<file path="src/hdl/assert_macros.svh">
// Assertion macros shared by the effect engine modules.
`ifndef ASSERT_MACROS_SVH
`define ASSERT_MACROS_SVH

`ifndef SYNTH

// Check that cons holds in the same cycle as ante.
`define ASSERT_IMPL(label, clk, rst, ante, cons) \
  label: assert property (@(posedge clk) disable iff (rst) (ante) |-> (cons)) \
    else $error("same-cycle implication failed");

// Check that cons holds in the cycle after ante.
`define ASSERT_NEXT(label, clk, rst, ante, cons) \
  label: assert property (@(posedge clk) disable iff (rst) (ante) |=> (cons)) \
    else $error("next-cycle implication failed");

`else

`define ASSERT_IMPL(label, clk, rst, ante, cons)
`define ASSERT_NEXT(label, clk, rst, ante, cons)

`endif

`endif

</file>
<file path="src/hdl/lsee_pkg.sv">
// Types and constants shared by the LED segment effect engine modules.
package lsee_pkg;

  localparam int COL_W      = 8;
  localparam int BRT_W      = 9;
  localparam int TIME_W     = 16;
  localparam int POS_W      = 12;
  localparam int SPAN_W     = 9;
  localparam int CNT_W      = 7;
  localparam int IDX_W      = 6;
  localparam int PROD_W     = 25;
  localparam int DIVN_W     = 24;
  localparam int DIVD_W     = 16;
  localparam int DIV_STEPS  = DIVN_W;
  localparam int DCNT_W     = 5;
  localparam int MAX_WRITES = 64;

  localparam logic [BRT_W-1:0]  BRT_RESET       = 9'd230;
  localparam logic [DIVD_W-1:0] STROBE_PERIOD   = 16'd6;
  localparam logic [DIVD_W-1:0] STROBE_DARK_MAX = 16'd2;

  localparam logic [1:0] OP_SET    = 2'd0;
  localparam logic [1:0] OP_FADE   = 2'd1;
  localparam logic [1:0] OP_STROBE = 2'd2;
  localparam logic [1:0] OP_CHASE  = 2'd3;

  typedef struct packed {
    logic [1:0]        op;
    logic [TIME_W-1:0] clock_now;
    logic [5:0]        seg_start;
    logic [6:0]        seg_length;
    logic [TIME_W-1:0] win_start;
    logic [TIME_W-1:0] win_length;
    logic [TIME_W-1:0] repeat_period;
    logic [COL_W-1:0]  red;
    logic [COL_W-1:0]  green;
    logic [COL_W-1:0]  blue;
    logic              chase_backward;
    logic [6:0]        chase_width;
  } cmd_t;

  typedef struct packed {
    logic              start;
    logic [DIVN_W-1:0] dividend;
    logic [DIVD_W-1:0] divisor;
  } div_req_t;

  typedef struct packed {
    logic              busy;
    logic              done;
    logic [DIVN_W-1:0] quot;
    logic [DIVD_W-1:0] rem;
  } div_rsp_t;

  typedef struct packed {
    logic             start;
    logic [IDX_W-1:0] lo;
    logic [CNT_W-1:0] n;
    logic [COL_W-1:0] red;
    logic [COL_W-1:0] green;
    logic [COL_W-1:0] blue;
  } emit_job_t;

  typedef enum logic [3:0] {
    S_IDLE,
    S_WRAP,
    S_WRAP_W,
    S_WIN,
    S_MOD6,
    S_FMUL,
    S_FDIV,
    S_FDIV_W,
    S_CMUL,
    S_CDIV,
    S_CDIV_W,
    S_SCALE,
    S_SCALE_W,
    S_RANGE,
    S_HAND
  } seq_state_t;

endpackage

</file>
<file path="src/hdl/led_segment_effect_engine_core.sv">
// Top level of the LED segment effect engine: stream ports, brightness register, units.
// Flow: the wrap modulo and each of the three fade divides hold the sequencer on the shared
//   divider; the next command is taken once the sequencer is idle again (later while the emitter
//   still drains a run); the emitter sends one word per cycle while the sink is ready, up to 64
//   per command.
// Reset: rst is synchronous, active high; it idles all units and sets brightness to 230.
module led_segment_effect_engine_core #(
  parameter int STRIP_LEDS = 64
) (
  input  logic         clk,
  input  logic         rst,
  // Command stream in.
  input  logic         s_tvalid,
  output logic         s_tready,
  // clock_now[15:0], seg_start[21:16], seg_length[28:22], win_start[44:29],
  // win_length[60:45], repeat_period[76:61], red[84:77], green[92:85],
  // blue[100:93], chase_backward[101], chase_width[108:102], zero pad above
  input  logic [111:0] s_tdata,
  // op[1:0]
  input  logic [1:0]   s_tuser,
  // Pixel write stream out.
  output logic         m_tvalid,
  input  logic         m_tready,
  // led_index[5:0], out_red[13:6], out_green[21:14], out_blue[29:22], zero pad above
  output logic [31:0]  m_tdata,
  output logic         m_tlast,
  // write_valid[0]
  output logic         m_tuser,
  // Brightness register write.
  input  logic         cfg_we,
  input  logic [8:0]   cfg_wdata
);
  import lsee_pkg::*;

  logic [BRT_W-1:0] brightness_q8;
  cmd_t             cmd;
  div_req_t         div_req;
  div_rsp_t         div_rsp;
  emit_job_t        job;
  logic             emit_idle;

  // Brightness multiplier, Q1.8; scaled results above 255 saturate in the scaler.
  always_ff @(posedge clk) begin
    if (rst) begin
      brightness_q8 <= BRT_RESET;
    end else if (cfg_we) begin
      brightness_q8 <= cfg_wdata;
    end
  end

  // Unpack the command word.
  assign cmd.op             = s_tuser;
  assign cmd.clock_now      = s_tdata[15:0];
  assign cmd.seg_start      = s_tdata[21:16];
  assign cmd.seg_length     = s_tdata[28:22];
  assign cmd.win_start      = s_tdata[44:29];
  assign cmd.win_length     = s_tdata[60:45];
  assign cmd.repeat_period  = s_tdata[76:61];
  assign cmd.red            = s_tdata[84:77];
  assign cmd.green          = s_tdata[92:85];
  assign cmd.blue           = s_tdata[100:93];
  assign cmd.chase_backward = s_tdata[101];
  assign cmd.chase_width    = s_tdata[108:102];

  // Shared divider: time wrap, fade ramp and chase step.
  lsee_div u_div (
    .clk (clk),
    .rst (rst),
    .req (div_req),
    .rsp (div_rsp)
  );

  // Sequencer: works out color and the clipped LED run for one command.
  lsee_seq #(
    .STRIP_LEDS (STRIP_LEDS)
  ) u_seq (
    .clk       (clk),
    .rst       (rst),
    .s_tvalid  (s_tvalid),
    .s_tready  (s_tready),
    .s_cmd     (cmd),
    .bright    (brightness_q8),
    .div_req   (div_req),
    .div_rsp   (div_rsp),
    .job       (job),
    .emit_idle (emit_idle)
  );

  // Emitter: walk the run and hold each word until the sink takes it.
  lsee_emit u_emit (
    .clk      (clk),
    .rst      (rst),
    .job      (job),
    .idle     (emit_idle),
    .m_tvalid (m_tvalid),
    .m_tready (m_tready),
    .m_tdata  (m_tdata),
    .m_tlast  (m_tlast),
    .m_tuser  (m_tuser)
  );

endmodule

</file>
<file path="src/hdl/lsee_div.sv">
// Iterative restoring divider, one quotient bit per cycle.
module lsee_div (
  input  logic               clk,
  input  logic               rst,
  input  lsee_pkg::div_req_t req,
  output lsee_pkg::div_rsp_t rsp
);
  import lsee_pkg::*;

  logic              busy;
  logic              done;
  logic [DCNT_W-1:0] cnt;
  logic [DIVN_W-1:0] quo;
  logic [DIVD_W-1:0] rem;
  logic [DIVD_W-1:0] divisor;
  logic [DIVD_W:0]   shifted;
  logic [DIVD_W:0]   diff;
  logic              ge;

  assign shifted = {rem, quo[DIVN_W-1]};
  assign ge      = shifted >= {1'b0, divisor};
  assign diff    = shifted - {1'b0, divisor};

  always_ff @(posedge clk) begin
    if (rst) begin
      busy <= 1'b0;
      done <= 1'b0;
      cnt  <= '0;
    end else begin
      done <= 1'b0;
      if (req.start) begin
        busy <= 1'b1;
        cnt  <= '0;
      end else if (busy) begin
        if (cnt == DCNT_W'(DIV_STEPS - 1)) begin
          busy <= 1'b0;
          done <= 1'b1;
        end
        cnt <= cnt + 1'b1;
      end
    end
  end

  // Shift one dividend bit into the partial remainder, subtract if it fits.
  always_ff @(posedge clk) begin
    if (req.start) begin
      quo     <= req.dividend;
      rem     <= '0;
      divisor <= req.divisor;
    end else if (busy) begin
      quo <= {quo[DIVN_W-2:0], ge};
      rem <= ge ? diff[DIVD_W-1:0] : shifted[DIVD_W-1:0];
    end
  end

  assign rsp.busy = busy;
  assign rsp.done = done;
  assign rsp.quot = quo;
  assign rsp.rem  = rem;

endmodule

</file>
<file path="src/hdl/lsee_seq.sv">
// Command sequencer: time wrap, window test, color math and write range.
module lsee_seq #(
  parameter int STRIP_LEDS = 64
) (
  input  logic                            clk,
  input  logic                            rst,
  input  logic                            s_tvalid,
  output logic                            s_tready,
  input  lsee_pkg::cmd_t                  s_cmd,
  input  logic [lsee_pkg::BRT_W-1:0]      bright,
  output lsee_pkg::div_req_t              div_req,
  input  lsee_pkg::div_rsp_t              div_rsp,
  output lsee_pkg::emit_job_t             job,
  input  logic                            emit_idle
);
  import lsee_pkg::*;

  localparam logic signed [POS_W-1:0] STRIP_POS = POS_W'(STRIP_LEDS);
  localparam logic signed [POS_W-1:0] MAX_POS   = POS_W'(MAX_WRITES);

  seq_state_t state, state_next;

  cmd_t                     cmd;
  logic [TIME_W-1:0]        t;
  logic [TIME_W-1:0]        d;
  logic [COL_W-1:0]         col [3];
  logic [1:0]               ch;
  logic [PROD_W-1:0]        prod;
  logic signed [SPAN_W-1:0] span;
  logic signed [POS_W-1:0]  first;
  logic [CNT_W-1:0]         count;
  logic [IDX_W-1:0]         lo;
  logic [CNT_W-1:0]         n;
  logic                     wrapped;

  logic                     need_wrap;
  logic                     active;
  logic [TIME_W-1:0]        mul_a;
  logic [BRT_W-1:0]         mul_b;
  logic signed [SPAN_W-1:0] span_c;
  logic [COL_W-1:0]         span_abs;
  logic signed [POS_W-1:0]  step_s;
  logic signed [POS_W-1:0]  chase_first;
  logic signed [POS_W-1:0]  hi_raw;
  logic signed [POS_W-1:0]  lo_c;
  logic signed [POS_W-1:0]  hi_c;
  logic signed [POS_W-1:0]  diff_c;
  logic [CNT_W-1:0]         n_c;
  logic [COL_W-1:0]         scaled;
  logic [4:0]               m3_sum;
  logic [2:0]               m3_fold;
  logic [1:0]               half_mod3;
  logic [2:0]               t_mod6;
  logic                     strobe_dark;

  assign need_wrap = (cmd.repeat_period != '0) && (cmd.repeat_period < t);
  assign active    = (t >= cmd.win_start) &&
                     ({1'b0, t} < ({1'b0, cmd.win_start} + {1'b0, cmd.win_length}));

  // t mod 6 = 2 * ((t >> 1) mod 3) + t[0]; base-4 digit sums keep the value mod 3.
  assign m3_sum      = 5'(t[2:1]) + 5'(t[4:3]) + 5'(t[6:5]) + 5'(t[8:7])
                     + 5'(t[10:9]) + 5'(t[12:11]) + 5'(t[14:13]) + 5'(t[15]);
  assign m3_fold     = 3'(m3_sum[1:0]) + 3'(m3_sum[3:2]) + 3'(m3_sum[4]);
  assign half_mod3   = (m3_fold >= 3'd6) ? 2'(m3_fold - 3'd6) :
                       (m3_fold >= 3'd3) ? 2'(m3_fold - 3'd3) : m3_fold[1:0];
  assign t_mod6      = {half_mod3, t[0]};
  assign strobe_dark = TIME_W'(t_mod6) <= STROBE_DARK_MAX;

  assign span_c   = $signed(SPAN_W'(cmd.seg_start) + SPAN_W'(cmd.seg_length)
                            - SPAN_W'(cmd.chase_width));
  assign span_abs = span[SPAN_W-1] ? COL_W'(-span) : span[COL_W-1:0];

  // Quotient magnitude is below |span|, so eight bits hold it.
  assign step_s      = span[SPAN_W-1] ? -$signed({4'b0, div_rsp.quot[COL_W-1:0]})
                                      :  $signed({4'b0, div_rsp.quot[COL_W-1:0]});
  assign chase_first = cmd.chase_backward
                     ? ($signed({{(POS_W-SPAN_W){span[SPAN_W-1]}}, span}) - step_s)
                     : step_s;

  assign hi_raw = first + $signed({{(POS_W-CNT_W){1'b0}}, count});
  assign lo_c   = first[POS_W-1] ? '0 : first;
  assign hi_c   = (hi_raw > STRIP_POS) ? STRIP_POS : hi_raw;
  assign diff_c = hi_c - lo_c;
  assign n_c    = (diff_c <= 0) ? '0 :
                  (diff_c >= MAX_POS) ? CNT_W'(MAX_WRITES) : diff_c[CNT_W-1:0];

  assign scaled = (prod[PROD_W-1:16] != '0) ? {COL_W{1'b1}} : prod[15:8];

  always_ff @(posedge clk) begin
    if (rst) begin
      state <= S_IDLE;
    end else begin
      state <= state_next;
    end
  end

  always_comb begin
    state_next       = state;
    s_tready         = 1'b0;
    div_req          = '0;
    job              = '0;
    job.lo           = lo;
    job.n            = n;
    job.red          = col[0];
    job.green        = col[1];
    job.blue         = col[2];
    mul_a            = d;
    mul_b            = {1'b0, col[ch]};
    unique case (state)
      S_IDLE: begin
        s_tready = 1'b1;
        if (s_tvalid) state_next = S_WRAP;
      end
      S_WRAP: begin
        if (need_wrap) begin
          div_req.start    = 1'b1;
          div_req.dividend = DIVN_W'(t);
          div_req.divisor  = cmd.repeat_period;
          state_next       = S_WRAP_W;
        end else begin
          state_next = S_WIN;
        end
      end
      S_WRAP_W: begin
        if (div_rsp.done) state_next = S_WIN;
      end
      S_WIN: begin
        if (!active) begin
          state_next = S_HAND;
        end else begin
          unique case (cmd.op)
            OP_SET:    state_next = S_SCALE;
            OP_FADE:   state_next = S_FMUL;
            OP_STROBE: state_next = S_MOD6;
            OP_CHASE:  state_next = S_CMUL;
            default:   state_next = S_SCALE;
          endcase
        end
      end
      S_MOD6: begin
        state_next = S_SCALE;
      end
      S_FMUL: begin
        state_next = S_FDIV;
      end
      S_FDIV: begin
        div_req.start    = 1'b1;
        div_req.dividend = prod[DIVN_W-1:0];
        div_req.divisor  = cmd.win_length;
        state_next       = S_FDIV_W;
      end
      S_FDIV_W: begin
        if (div_rsp.done) state_next = (ch == 2'd2) ? S_SCALE : S_FMUL;
      end
      S_CMUL: begin
        mul_b      = {1'b0, span_abs};
        state_next = S_CDIV;
      end
      S_CDIV: begin
        div_req.start    = 1'b1;
        div_req.dividend = prod[DIVN_W-1:0];
        div_req.divisor  = cmd.win_length;
        state_next       = S_CDIV_W;
      end
      S_CDIV_W: begin
        if (div_rsp.done) state_next = S_SCALE;
      end
      S_SCALE: begin
        mul_a      = TIME_W'(col[ch]);
        mul_b      = bright;
        state_next = S_SCALE_W;
      end
      S_SCALE_W: begin
        state_next = (ch == 2'd2) ? S_RANGE : S_SCALE;
      end
      S_RANGE: begin
        state_next = S_HAND;
      end
      S_HAND: begin
        if (emit_idle) begin
          job.start  = 1'b1;
          state_next = S_IDLE;
        end
      end
      default: state_next = S_IDLE;
    endcase
  end

  always_ff @(posedge clk) begin
    case (state)
      S_IDLE: begin
        if (s_tvalid) begin
          cmd <= s_cmd;
          t   <= s_cmd.clock_now;
        end
      end
      S_WRAP: begin
        wrapped <= need_wrap;
      end
      S_WRAP_W: begin
        if (div_rsp.done) t <= div_rsp.rem;
      end
      S_WIN: begin
        d      <= t - cmd.win_start;
        ch     <= '0;
        col[0] <= cmd.red;
        col[1] <= cmd.green;
        col[2] <= cmd.blue;
        span   <= span_c;
        first  <= POS_W'(cmd.seg_start);
        count  <= cmd.seg_length;
        lo     <= '0;
        n      <= '0;
      end
      S_MOD6: begin
        if (strobe_dark) begin
          col[0] <= '0;
          col[1] <= '0;
          col[2] <= '0;
        end
      end
      S_FMUL, S_CMUL, S_SCALE: begin
        prod <= {{BRT_W{1'b0}}, mul_a} * {{TIME_W{1'b0}}, mul_b};
      end
      S_FDIV_W: begin
        if (div_rsp.done) begin
          col[ch] <= col[ch] - div_rsp.quot[COL_W-1:0];
          ch      <= (ch == 2'd2) ? 2'd0 : ch + 2'd1;
        end
      end
      S_CDIV_W: begin
        if (div_rsp.done) begin
          first <= chase_first;
          count <= cmd.chase_width;
        end
      end
      S_SCALE_W: begin
        col[ch] <= scaled;
        ch      <= (ch == 2'd2) ? 2'd0 : ch + 2'd1;
      end
      S_RANGE: begin
        lo <= lo_c[IDX_W-1:0];
        n  <= n_c;
      end
      default: ;
    endcase
  end

`include "assert_macros.svh"

  `ASSERT_IMPL(a_div_free, clk, rst, div_req.start, !div_rsp.busy)
  `ASSERT_NEXT(a_div_done_pulse, clk, rst, div_rsp.done, !div_rsp.done)
  `ASSERT_IMPL(a_wrap_below_period, clk, rst, state == S_WIN && wrapped, t < cmd.repeat_period)
  `ASSERT_IMPL(a_run_bounded, clk, rst, job.start, job.n <= CNT_W'(MAX_WRITES))

endmodule

</file>
<file path="src/hdl/lsee_emit.sv">
// Pixel write emitter with output register.
module lsee_emit (
  input  logic                clk,
  input  logic                rst,
  input  lsee_pkg::emit_job_t job,
  output logic                idle,
  output logic                m_tvalid,
  input  logic                m_tready,
  output logic [31:0]         m_tdata,
  output logic                m_tlast,
  output logic                m_tuser
);
  import lsee_pkg::*;

  logic             busy;
  logic [IDX_W-1:0] pos;
  logic [CNT_W-1:0] rem_ct;
  logic [COL_W-1:0] cr, cg, cb;
  logic             ov;
  logic [IDX_W-1:0] idx;
  logic [COL_W-1:0] r, g, b;
  logic             wv;
  logic             lastr;
  logic             load;

  assign load = !ov || m_tready;
  assign idle = !busy;

  always_ff @(posedge clk) begin
    if (rst) begin
      busy <= 1'b0;
      ov   <= 1'b0;
    end else begin
      if (job.start) busy <= 1'b1;
      if (busy && load) begin
        ov <= 1'b1;
        if (rem_ct <= CNT_W'(1)) busy <= 1'b0;
      end else if (m_tready) begin
        ov <= 1'b0;
      end
    end
  end

  always_ff @(posedge clk) begin
    if (job.start) begin
      pos    <= job.lo;
      rem_ct <= job.n;
      cr     <= job.red;
      cg     <= job.green;
      cb     <= job.blue;
    end else if (busy && load) begin
      if (rem_ct == '0) begin
        idx   <= '0;
        r     <= '0;
        g     <= '0;
        b     <= '0;
        wv    <= 1'b0;
        lastr <= 1'b1;
      end else begin
        idx    <= pos;
        r      <= cr;
        g      <= cg;
        b      <= cb;
        wv     <= 1'b1;
        lastr  <= (rem_ct == CNT_W'(1));
        pos    <= pos + 1'b1;
        rem_ct <= rem_ct - 1'b1;
      end
    end
  end

  assign m_tvalid = ov;
  assign m_tdata  = {2'b00, b, g, r, idx};
  assign m_tlast  = lastr;
  assign m_tuser  = wv;

`include "assert_macros.svh"

  `ASSERT_IMPL(a_job_when_idle, clk, rst, job.start, !busy)
  `ASSERT_IMPL(a_empty_is_last, clk, rst, ov && !wv, lastr)
  `ASSERT_IMPL(a_empty_blank, clk, rst, ov && !wv, idx == '0 && r == '0 && g == '0 && b == '0)

endmodule
</file>
<file path="config.mk">
export PLATFORM = sky130hd
export DESIGN_NAME = led_segment_effect_engine_core
export DESIGN_NICKNAME = d
export VERILOG_FILES = /design/src/hdl/lsee_pkg.sv /design/src/hdl/led_segment_effect_engine_core.sv /design/src/hdl/lsee_div.sv /design/src/hdl/lsee_seq.sv /design/src/hdl/lsee_emit.sv
export VERILOG_INCLUDE_DIRS = /design/src /design/src/hdl
export SDC_FILE = /design/constraint.sdc
export NUM_CORES = 1
export LEC_CHECK = 0
export ABC_AREA = 1
export BUFFER_PORTS_ARGS = -buffer_cell sky130_fd_sc_hd__buf_2
export CAP_MARGIN = 20
export CORE_MARGIN = 1
export CORE_UTILIZATION = 56
export DETAILED_ROUTE_END_ITERATION = 16
export PLACE_DENSITY = 0.77
export SYNTH_ARGS = -nofsm -noshare
export SYNTH_HDL_FRONTEND = slang
export SYNTH_HIERARCHICAL = 1
export SYNTH_SLANG_ARGS = --single-unit
</file>
<file path="constraint.sdc">
create_clock -name clk -period 5.8 [get_ports clk]
set_clock_uncertainty 0.1 [all_clocks]
set_input_delay 1.16 -clock clk [delete_from_list [all_inputs] [get_ports clk]]
set_output_delay 1.16 -clock clk [all_outputs]
set_load 0.02 [all_outputs]
</file>
[Yosys cells after proc, flatten, opt, wreduce, memory -nomap -nowiden]
Memory sizes are Yosys's and may differ from the RTL's. A register that Yosys moved wholly into a read port is not among the register bits.
Cells that the tools add are included.
Word-level totals
  memory bits (writable): 24
  memories kept: 1
  bits in registers: 318
  logic and storage cells: 215
Cells by class
  reduce and logical (&&, ||, !) cells: 29
  $add $sub $neg: 26
  bitwise gates (word level): 6
  multipliers: 1
  order comparisons: 11
  muxes and demuxes: 77
  equality and inequality tests: 26
Memory list
  u_seq.col: depth 3, width 8, rd ports 4, clocked after Yosys merged registers in 4, write ports 3, line lsee_seq.sv:26  | logic [COL_W-1:0] col [3];
Operator list (count)
  41-bit one-hot mux with 2 select lines: 1
  16-bit 2-to-1 mux: 4
  4-bit one-hot mux with 15 select lines: 1
  8-bit 2-to-1 mux: 7
  12-bit 2-to-1 mux: 4
  24-bit 2-to-1 mux: 2
  7-bit 2-to-1 mux: 6
  41-bit 2-to-1 mux: 1
  16-bit one-hot mux with 2 select lines: 1
  16-bit subtractor: 2
  4-bit == test, second input constant: 7
  4-bit 2-to-1 mux: 7
  7-bit one-hot mux with 2 select lines: 2
  5-bit by 2-bit adder with 5-bit output: 5
  16-bit by 9-bit multiplier with 25-bit output: 1
  1-bit 2-to-1 mux: 25
  12-bit one-hot mux with 2 select lines: 1
  6-bit 2-to-1 mux: 3
  9-bit one-hot mux with 2 select lines: 1
  16-bit by 16-bit adder with 17-bit output: 1
  17-bit by 16-bit greater-or-equal comparator with 1-bit output: 1
  16-bit by 17-bit less-than comparator with 1-bit output: 1
  4-bit by 3-bit == test with 1-bit output, second input constant: 4
  16-bit greater-or-equal comparator: 1
  other kinds (55): 87

[Logic depth before layout (Yosys ltp)]
Gate-level depths: netlist (run 1).
  depth in word-level cells: 18
  depth in mapped cells: 30
  depth with buffers taken out: 29

[Cells and area by module]
The synthesis (run 1) kept the hierarchy.
Modules (own cells, without submodules)
  lsee_seq: cells each 2079, area each 18730.5 um^2, instances 1, sequential area each 6936.7 um^2
  lsee_div: cells each 482, area each 3663.5 um^2, instances 1, sequential area each 1661.6 um^2
  lsee_emit: cells each 226, area each 2826.5 um^2, instances 1, sequential area each 2112.0 um^2
  led_segment_effect_engine_core: cells each 47, area each 336.6 um^2, instances 1, sequential area each 180.2 um^2

[Least setup slack after synthesis (run 1)]
No wires, ideal clock.
  kind: input -> register
  start: input port s_tvalid
  end: register u_seq/cmd[0] (netlist name), enable pin
  stages on the path: 2
  setup time: 550 ps
  path slack: 11 ps
  data required time: 5150 ps
  arrival time: 5139 ps
  buffers on the path: 0
  path through: inv_1 -> nor2_1
Between the ends
  cells in the longest elaborated chain, start to end: 1
RTL lines
  start, declared: line led_segment_effect_engine_core.sv:13  | input logic s_tvalid,
  2-bit AND reduction (no source line)
  end signal, assigned: line lsee_seq.sv:193  | cmd <= s_cmd;
  end, declared: line lsee_seq.sv:23  | cmd_t cmd;
Every way passes these cells.
A chain may end at the register's enable or synchronous reset.

==> impl_metrics.ini, run 1 <==
[floorplanning]
start_util = 0.573
core_area_mm2 = 0.0446
die_w_um = 216
core.rowCount = 77
die_h_um = 216
ios = 164
die_area_mm2 = 0.0465

[clocking]
clk_pin_slew_ns = 0.06
clock_latency_ns = 0.57
root_buffer = clkbuf_16
cts_buffer_depth = 3
cts-buffers-inserted = 42
clkSinkCount = 376
cts_tree = yes
htree_levels = 2

[synth]
syn-cell-area_mm2 = 0.0255
syn_avg_cell_area_um2 = 9.02
synth-warning-count = 6
synth_cells = 2833

[sta]
whs_ns = 0.346
setup_viol = 0
period_minus_slack_ns = 5.62
worstMarginPinSlew_ns = 1.07
clock.fmax_mhz = 178
final-hold-violation-count = 0
slew_violations = 0
slew_headroom = 0.277
period_share = 0.969

[grt]
grt_pass1_vias = 20379
grt_pass1_wl_um = 103000
grt_max_degree = 75
grt_usage = 0.279
grt_antenna_before_repair = 0
grt_overflow = 0

[detailed_routing]
first_pass_iters = 9
wire_per_inst_um = 17.2
antenna_left = 0
drt-total-wl_um = 64300
vias = 20349
first_iter_violations = 1598
vias_per_cell = 5.44
drc = 0

[layout]
register_area_mm2 = 0.0109
multi_input_area_mm2 = 0.0127
syn_to_final_growth_pct = 15.7
antenna_cells = 0
fill_cells = 3518
fin_cells = 3738
final_util = 0.663
layout.nets = 3545
drive_gt1_frac = 0.155
fin_area_mm2 = 0.0296

[job]
cap_violations = 0

[critical_path]
rr_worst_depth = 22
crit_required_ns = 5.98
cp-start-kind = register
critPathArrivalTime_ns = 5.80
cp-end-kind = register
crit_type = register to register
path_max_fanout = 21

[placed_design]
place_area_mm2 = 0.0277
place_congestion = 0.944
dp.cells = 3647
portBuffers = 158
dp_hpwl_um = 50300

[worst_hold_path]
min_path_cells = 0
worst_hold_path_type = register to register

[status]
outcome = completed
[worst paths after layout]
path                                 startpoint               to  slack, ns
worst max-delay path                u_seq/t[11]  u_seq/col[0][3]       0.18
worst min-delay path            u_seq/col[1][0]     u_emit/cg[0]       0.35
worst max register to register      u_seq/t[11]  u_seq/col[0][3]       0.18
worst min register to register  u_seq/col[1][0]     u_emit/cg[0]       0.35
[critical path: stages (launching register included)]
cell,delay (ns)
edfxtp_1,0.44
fa_1,0.53
fa_1,0.49
inv_1,0.05
fa_1,0.47
inv_1,0.04
ha_1,0.21
fa_1,0.41
xnor2_1,0.17
fa_1,0.40
inv_1,0.08
fa_2,0.49
ha_1,0.22
o21ai_2,0.16
nand3_1,0.11
nand3_1,0.09
o2111ai_1,0.12
a21oi_2,0.19
buf_6,0.15
inv_1,0.07
buf_12,0.15
nand3_1,0.06
o21ai_0,0.12
[flip-flops by register name, indices dropped and copies added, names as in the netlist, 6 cells and up, named ones only]
signal	flops
u_emit/pos	6
u_seq/d	16
u_seq/t	16
u_emit/cb	8
u_emit/cr	8
u_seq/col	32
u_seq/n	7
u_seq/span	9
u_emit/b	8
u_div/divisor	16
u_emit/idx	6
u_div/quo	24
u_div/rem	16
u_seq/prod	25
u_emit/cg	8
u_seq/cmd	95
u_emit/g	8
u_emit/r	8
u_emit/rem_ct	7
u_seq/count	7
u_seq/first	12
u_seq/lo	6
brightness_q8	9
[through the flow]
stage	setup TNS, ns	setup slack, ns
floorplan	0	0.0115
global placement	0	0.00678
detailed placement	-0.123	-0.0605
CTS	0	0.0183
global route	-0.668	-0.0622
finish	0	0.180
[routing by layer]
metal  wire (um)  vias up  global-route usage  part of all wire
met5           0        -                   0                 0
met4        2210        0               0.103             0.034
met3        4040      146              0.0397             0.063
met2       32100      740               0.491              0.50
met1       25900     9694               0.348              0.40
li1            -     9769                   -                 -
[cells in the final DEF, fill, tap and decap left out, types with 12 or more instances in the layout]
| cell type | count |
|---|---|
| nor2_1 | 224 |
| xor2_1 | 63 |
| nand2_1 | 600 |
| ha_1 | 167 |
| mux2_2 | 16 |
| o21ai_2 | 12 |
| buf_4 | 111 |
| a21oi_1 | 123 |
| nor2_2 | 19 |
| nor3_1 | 29 |
| o21ai_1 | 23 |
| o22ai_1 | 35 |
| xnor2_1 | 34 |
| nand3_1 | 133 |
| dfxtp_1 | 38 |
| fa_1 | 122 |
| a21oi_2 | 16 |
| o21ai_0 | 92 |
| inv_1 | 523 |
| buf_2 | 159 |
| inv_2 | 15 |
| nand4_1 | 22 |
| clkbuf_16 | 43 |
| nor2_4 | 12 |
| edfxtp_1 | 336 |
| nand2_2 | 12 |
[layout make-up]
type | instances | share of cell area
clock buffer | 47 | 0.0369
clock inverter | 30 | 0.0108
inverter | 544 | 0.0692
multi-input combinational | 1870 | 0.430
sequential | 376 | 0.368
tap | 592 | 0.0250
timing repair buffer | 278 | 0.0599
timing repair inverter | 1 | 0.000169
[timing repair]
item,4_1_cts,5_1_grt
setup endpoints to repair,5,58
buffers inserted,0,11
resized for setup,2,81
cloned,0,1
pin swaps,0,38
hold buffers,0,0
Power of run 1 is not shown: default switching activity piles up to over one toggle a cycle in this logic, so the estimate is an artifact.
==> run 2: changes to the inputs <==
--- a/config.mk
+++ b/config.mk
@@ -13,6 +13,7 @@
 export CORE_UTILIZATION = 56
 export DETAILED_ROUTE_END_ITERATION = 16
 export PLACE_DENSITY = 0.77
+export REMOVE_ABC_BUFFERS = 1
 export SYNTH_ARGS = -nofsm -noshare
 export SYNTH_HDL_FRONTEND = slang
 export SYNTH_HIERARCHICAL = 1
==> run 2 against run 1 <==
Effect of this change: global-route usage is essentially flat; worst setup slack worse by 0.10 ns; cell area increased by 0.34%.
==> impl_metrics.ini, run 2 (same netlist as run 1, synthesis figures left out) <==
[status]
outcome = completed

[layout]
multi_input_area_mm2 = 0.0127
layout_commonest_cell = nand2_1
fill_cells = 3474
antenna_cells = 0
syn_to_final_growth_pct = 16.1
final_util = 0.665
final_cell_mix = 601 x nand2_1, 524 x inv_1, 336 x edfxtp_1, 231 x nor2_1, 168 x ha_1
fin_area_mm2 = 0.0297
layout.nets = 3556
register_area_mm2 = 0.0109
drive_gt1_frac = 0.154
largest-register = u_seq/cmd
reg_top3 = u_seq/cmd x95, u_seq/col x32, u_seq/prod x25
largest_reg_flops = 95

[detailed_routing]
drt-total-wl_um = 64300
vias_per_cell = 5.41
vias = 20267
drc = 0
first_pass_iters = 7
first_iter_violations = 1531
wire_per_inst_um = 17.1
antenna_left = 0

[critical_path]
critPathArrivalTime_ns = 5.92
crit_required_ns = 6.00
startpoint = u_seq/span[0]
crit_end = u_seq/prod[24]
worstReg2RegStart = u_seq/span[0]
reg2reg_slack_ns = 0.08
path_max_fanout = 7
reg2reg_to = u_seq/prod[24]
cp-end-kind = register
crit_type = register to register
rr_worst_depth = 27
cp-start-kind = register

[sta]
rsz0062_at_grt = true
slew_headroom = 0.320
final-hold-violation-count = 0
slew_violations = 0
clock.fmax_mhz = 175
worstMarginPinSlew_ns = 1.01
period_minus_slack_ns = 5.72
period_share = 0.986
whs_ns = 0.349
setup_viol = 0
tns_ns = 0

[clocking]
root_buffer = clkbuf_16
cts-buffers-inserted = 42
clkSinkCount = 376
clock_latency_ns = 0.57
cts_buffer_depth = 3
htree_levels = 2
ctsHoldBuffers = 0
clk_pin_slew_ns = 0.06
cts_tree = yes

[floorplanning]
die_area_mm2 = 0.0465
core.rowCount = 77
die_w_um = 216
die_h_um = 216
start_util = 0.573
ios = 164
core_area_mm2 = 0.0446

[grt]
grt_pass1_vias = 20066
grt_max_degree = 43
grt_usage = 0.279
grt_antenna_before_repair = 0
grt_pass1_wl_um = 102000
grt_overflow = 0

[placed_design]
portBuffers = 158
place_area_mm2 = 0.0278
place_congestion = 0.992
dp_hpwl_um = 50600

[worst_hold_path]
worst_hold_path_type = register to register

[job]
cap_violations = 0
==> run 2: cell types whose count changed in the layout (fill, tap and decap cells not counted), moves of 3 or more <==
| cell | change |
|---|---|
| a21oi_1 | +3 |
| buf_4 | +15 |
| bufinv_16 | +3 |
| clkbuf_1 | +6 |
| clkinv_2 | -5 |
| clkinvlp_4 | +4 |
| ha_2 | -3 |
| inv_6 | -3 |
| nor2_1 | +7 |
| nor2_2 | -5 |
| o21ai_2 | +3 |
==> run 2: per-layer routing <==
layer  routed length [um]  track usage  part of all wire  vias to the layer above
met5                    0            0                 0                        -
met2                32000        0.487              0.50                      771
met4                 2120        0.100             0.033                        0
li1                     -            -                 -                     9795
met1                26100        0.356              0.41                     9565
met3                 4010       0.0351             0.062                      136
==> run 2: timing repair <==
action,in CTS,in global routing
setup buffers,0,16
cloned,0,0
gates resized for setup,5,68
setup endpoints to repair,26,57
pin swaps,0,38
==> run 2: critical path, cell delays in order, from the launching register on <==
cell	delay [ns]
edfxtp_1	0.42
inv_1	0.14
ha_4	0.15
inv_1	0.05
nor3_2	0.22
nand3_1	0.14
nand3_1	0.08
nand2_1	0.07
o21ai_2	0.19
nand2_2	0.14
inv_2	0.11
buf_6	0.14
nand2_1	0.07
fa_1	0.49
inv_1	0.07
fa_1	0.53
inv_1	0.05
fa_1	0.46
fa_1	0.54
inv_1	0.07
ha_4	0.26
a21oi_2	0.15
o21ai_0	0.11
a21oi_1	0.23
o21ai_2	0.13
nand4_1	0.09
nand3_1	0.09
xor2_1	0.15
==> run 2: layout make-up <==
class                           instances  area share
Multi-Input combinational cell       1870       0.428
Sequential cell                       376       0.367
Inverter                              544      0.0689
Timing Repair Buffer                  290      0.0612
Clock buffer                           54      0.0380
Tap cell                              592      0.0250
Clock inverter                         23      0.0119
==> run 2: how the worst min path moves through the flow <==
stage | start | to | cells past startpoint
2_1_floorplan | u_seq/col[1][0] | u_emit/cg[0] | 0
3_3_place_gp | u_seq/col[0][1] | u_emit/cr[1] | 0
3_5_place_dp | u_seq/col[0][2] | u_emit/cr[2] | 0
4_1_cts | u_seq/col[1][7] | u_emit/cg[7] | 0
5_1_grt | u_seq/col[0][2] | u_emit/cr[2] | 0
6_report | u_seq/col[1][7] | u_emit/cg[7] | 0
==> run 2: through the flow <==
stage | setup WS, ns | cells
global placement | 0.0461 | 3654
global route | -0.0865 | 3749
detailed placement | -0.0587 | 3654
floorplan | 0.0115 | 2790
CTS | 0.00568 | 3731
finish | 0.0791 | 3749
Power of run 2 is left out for the same reason.
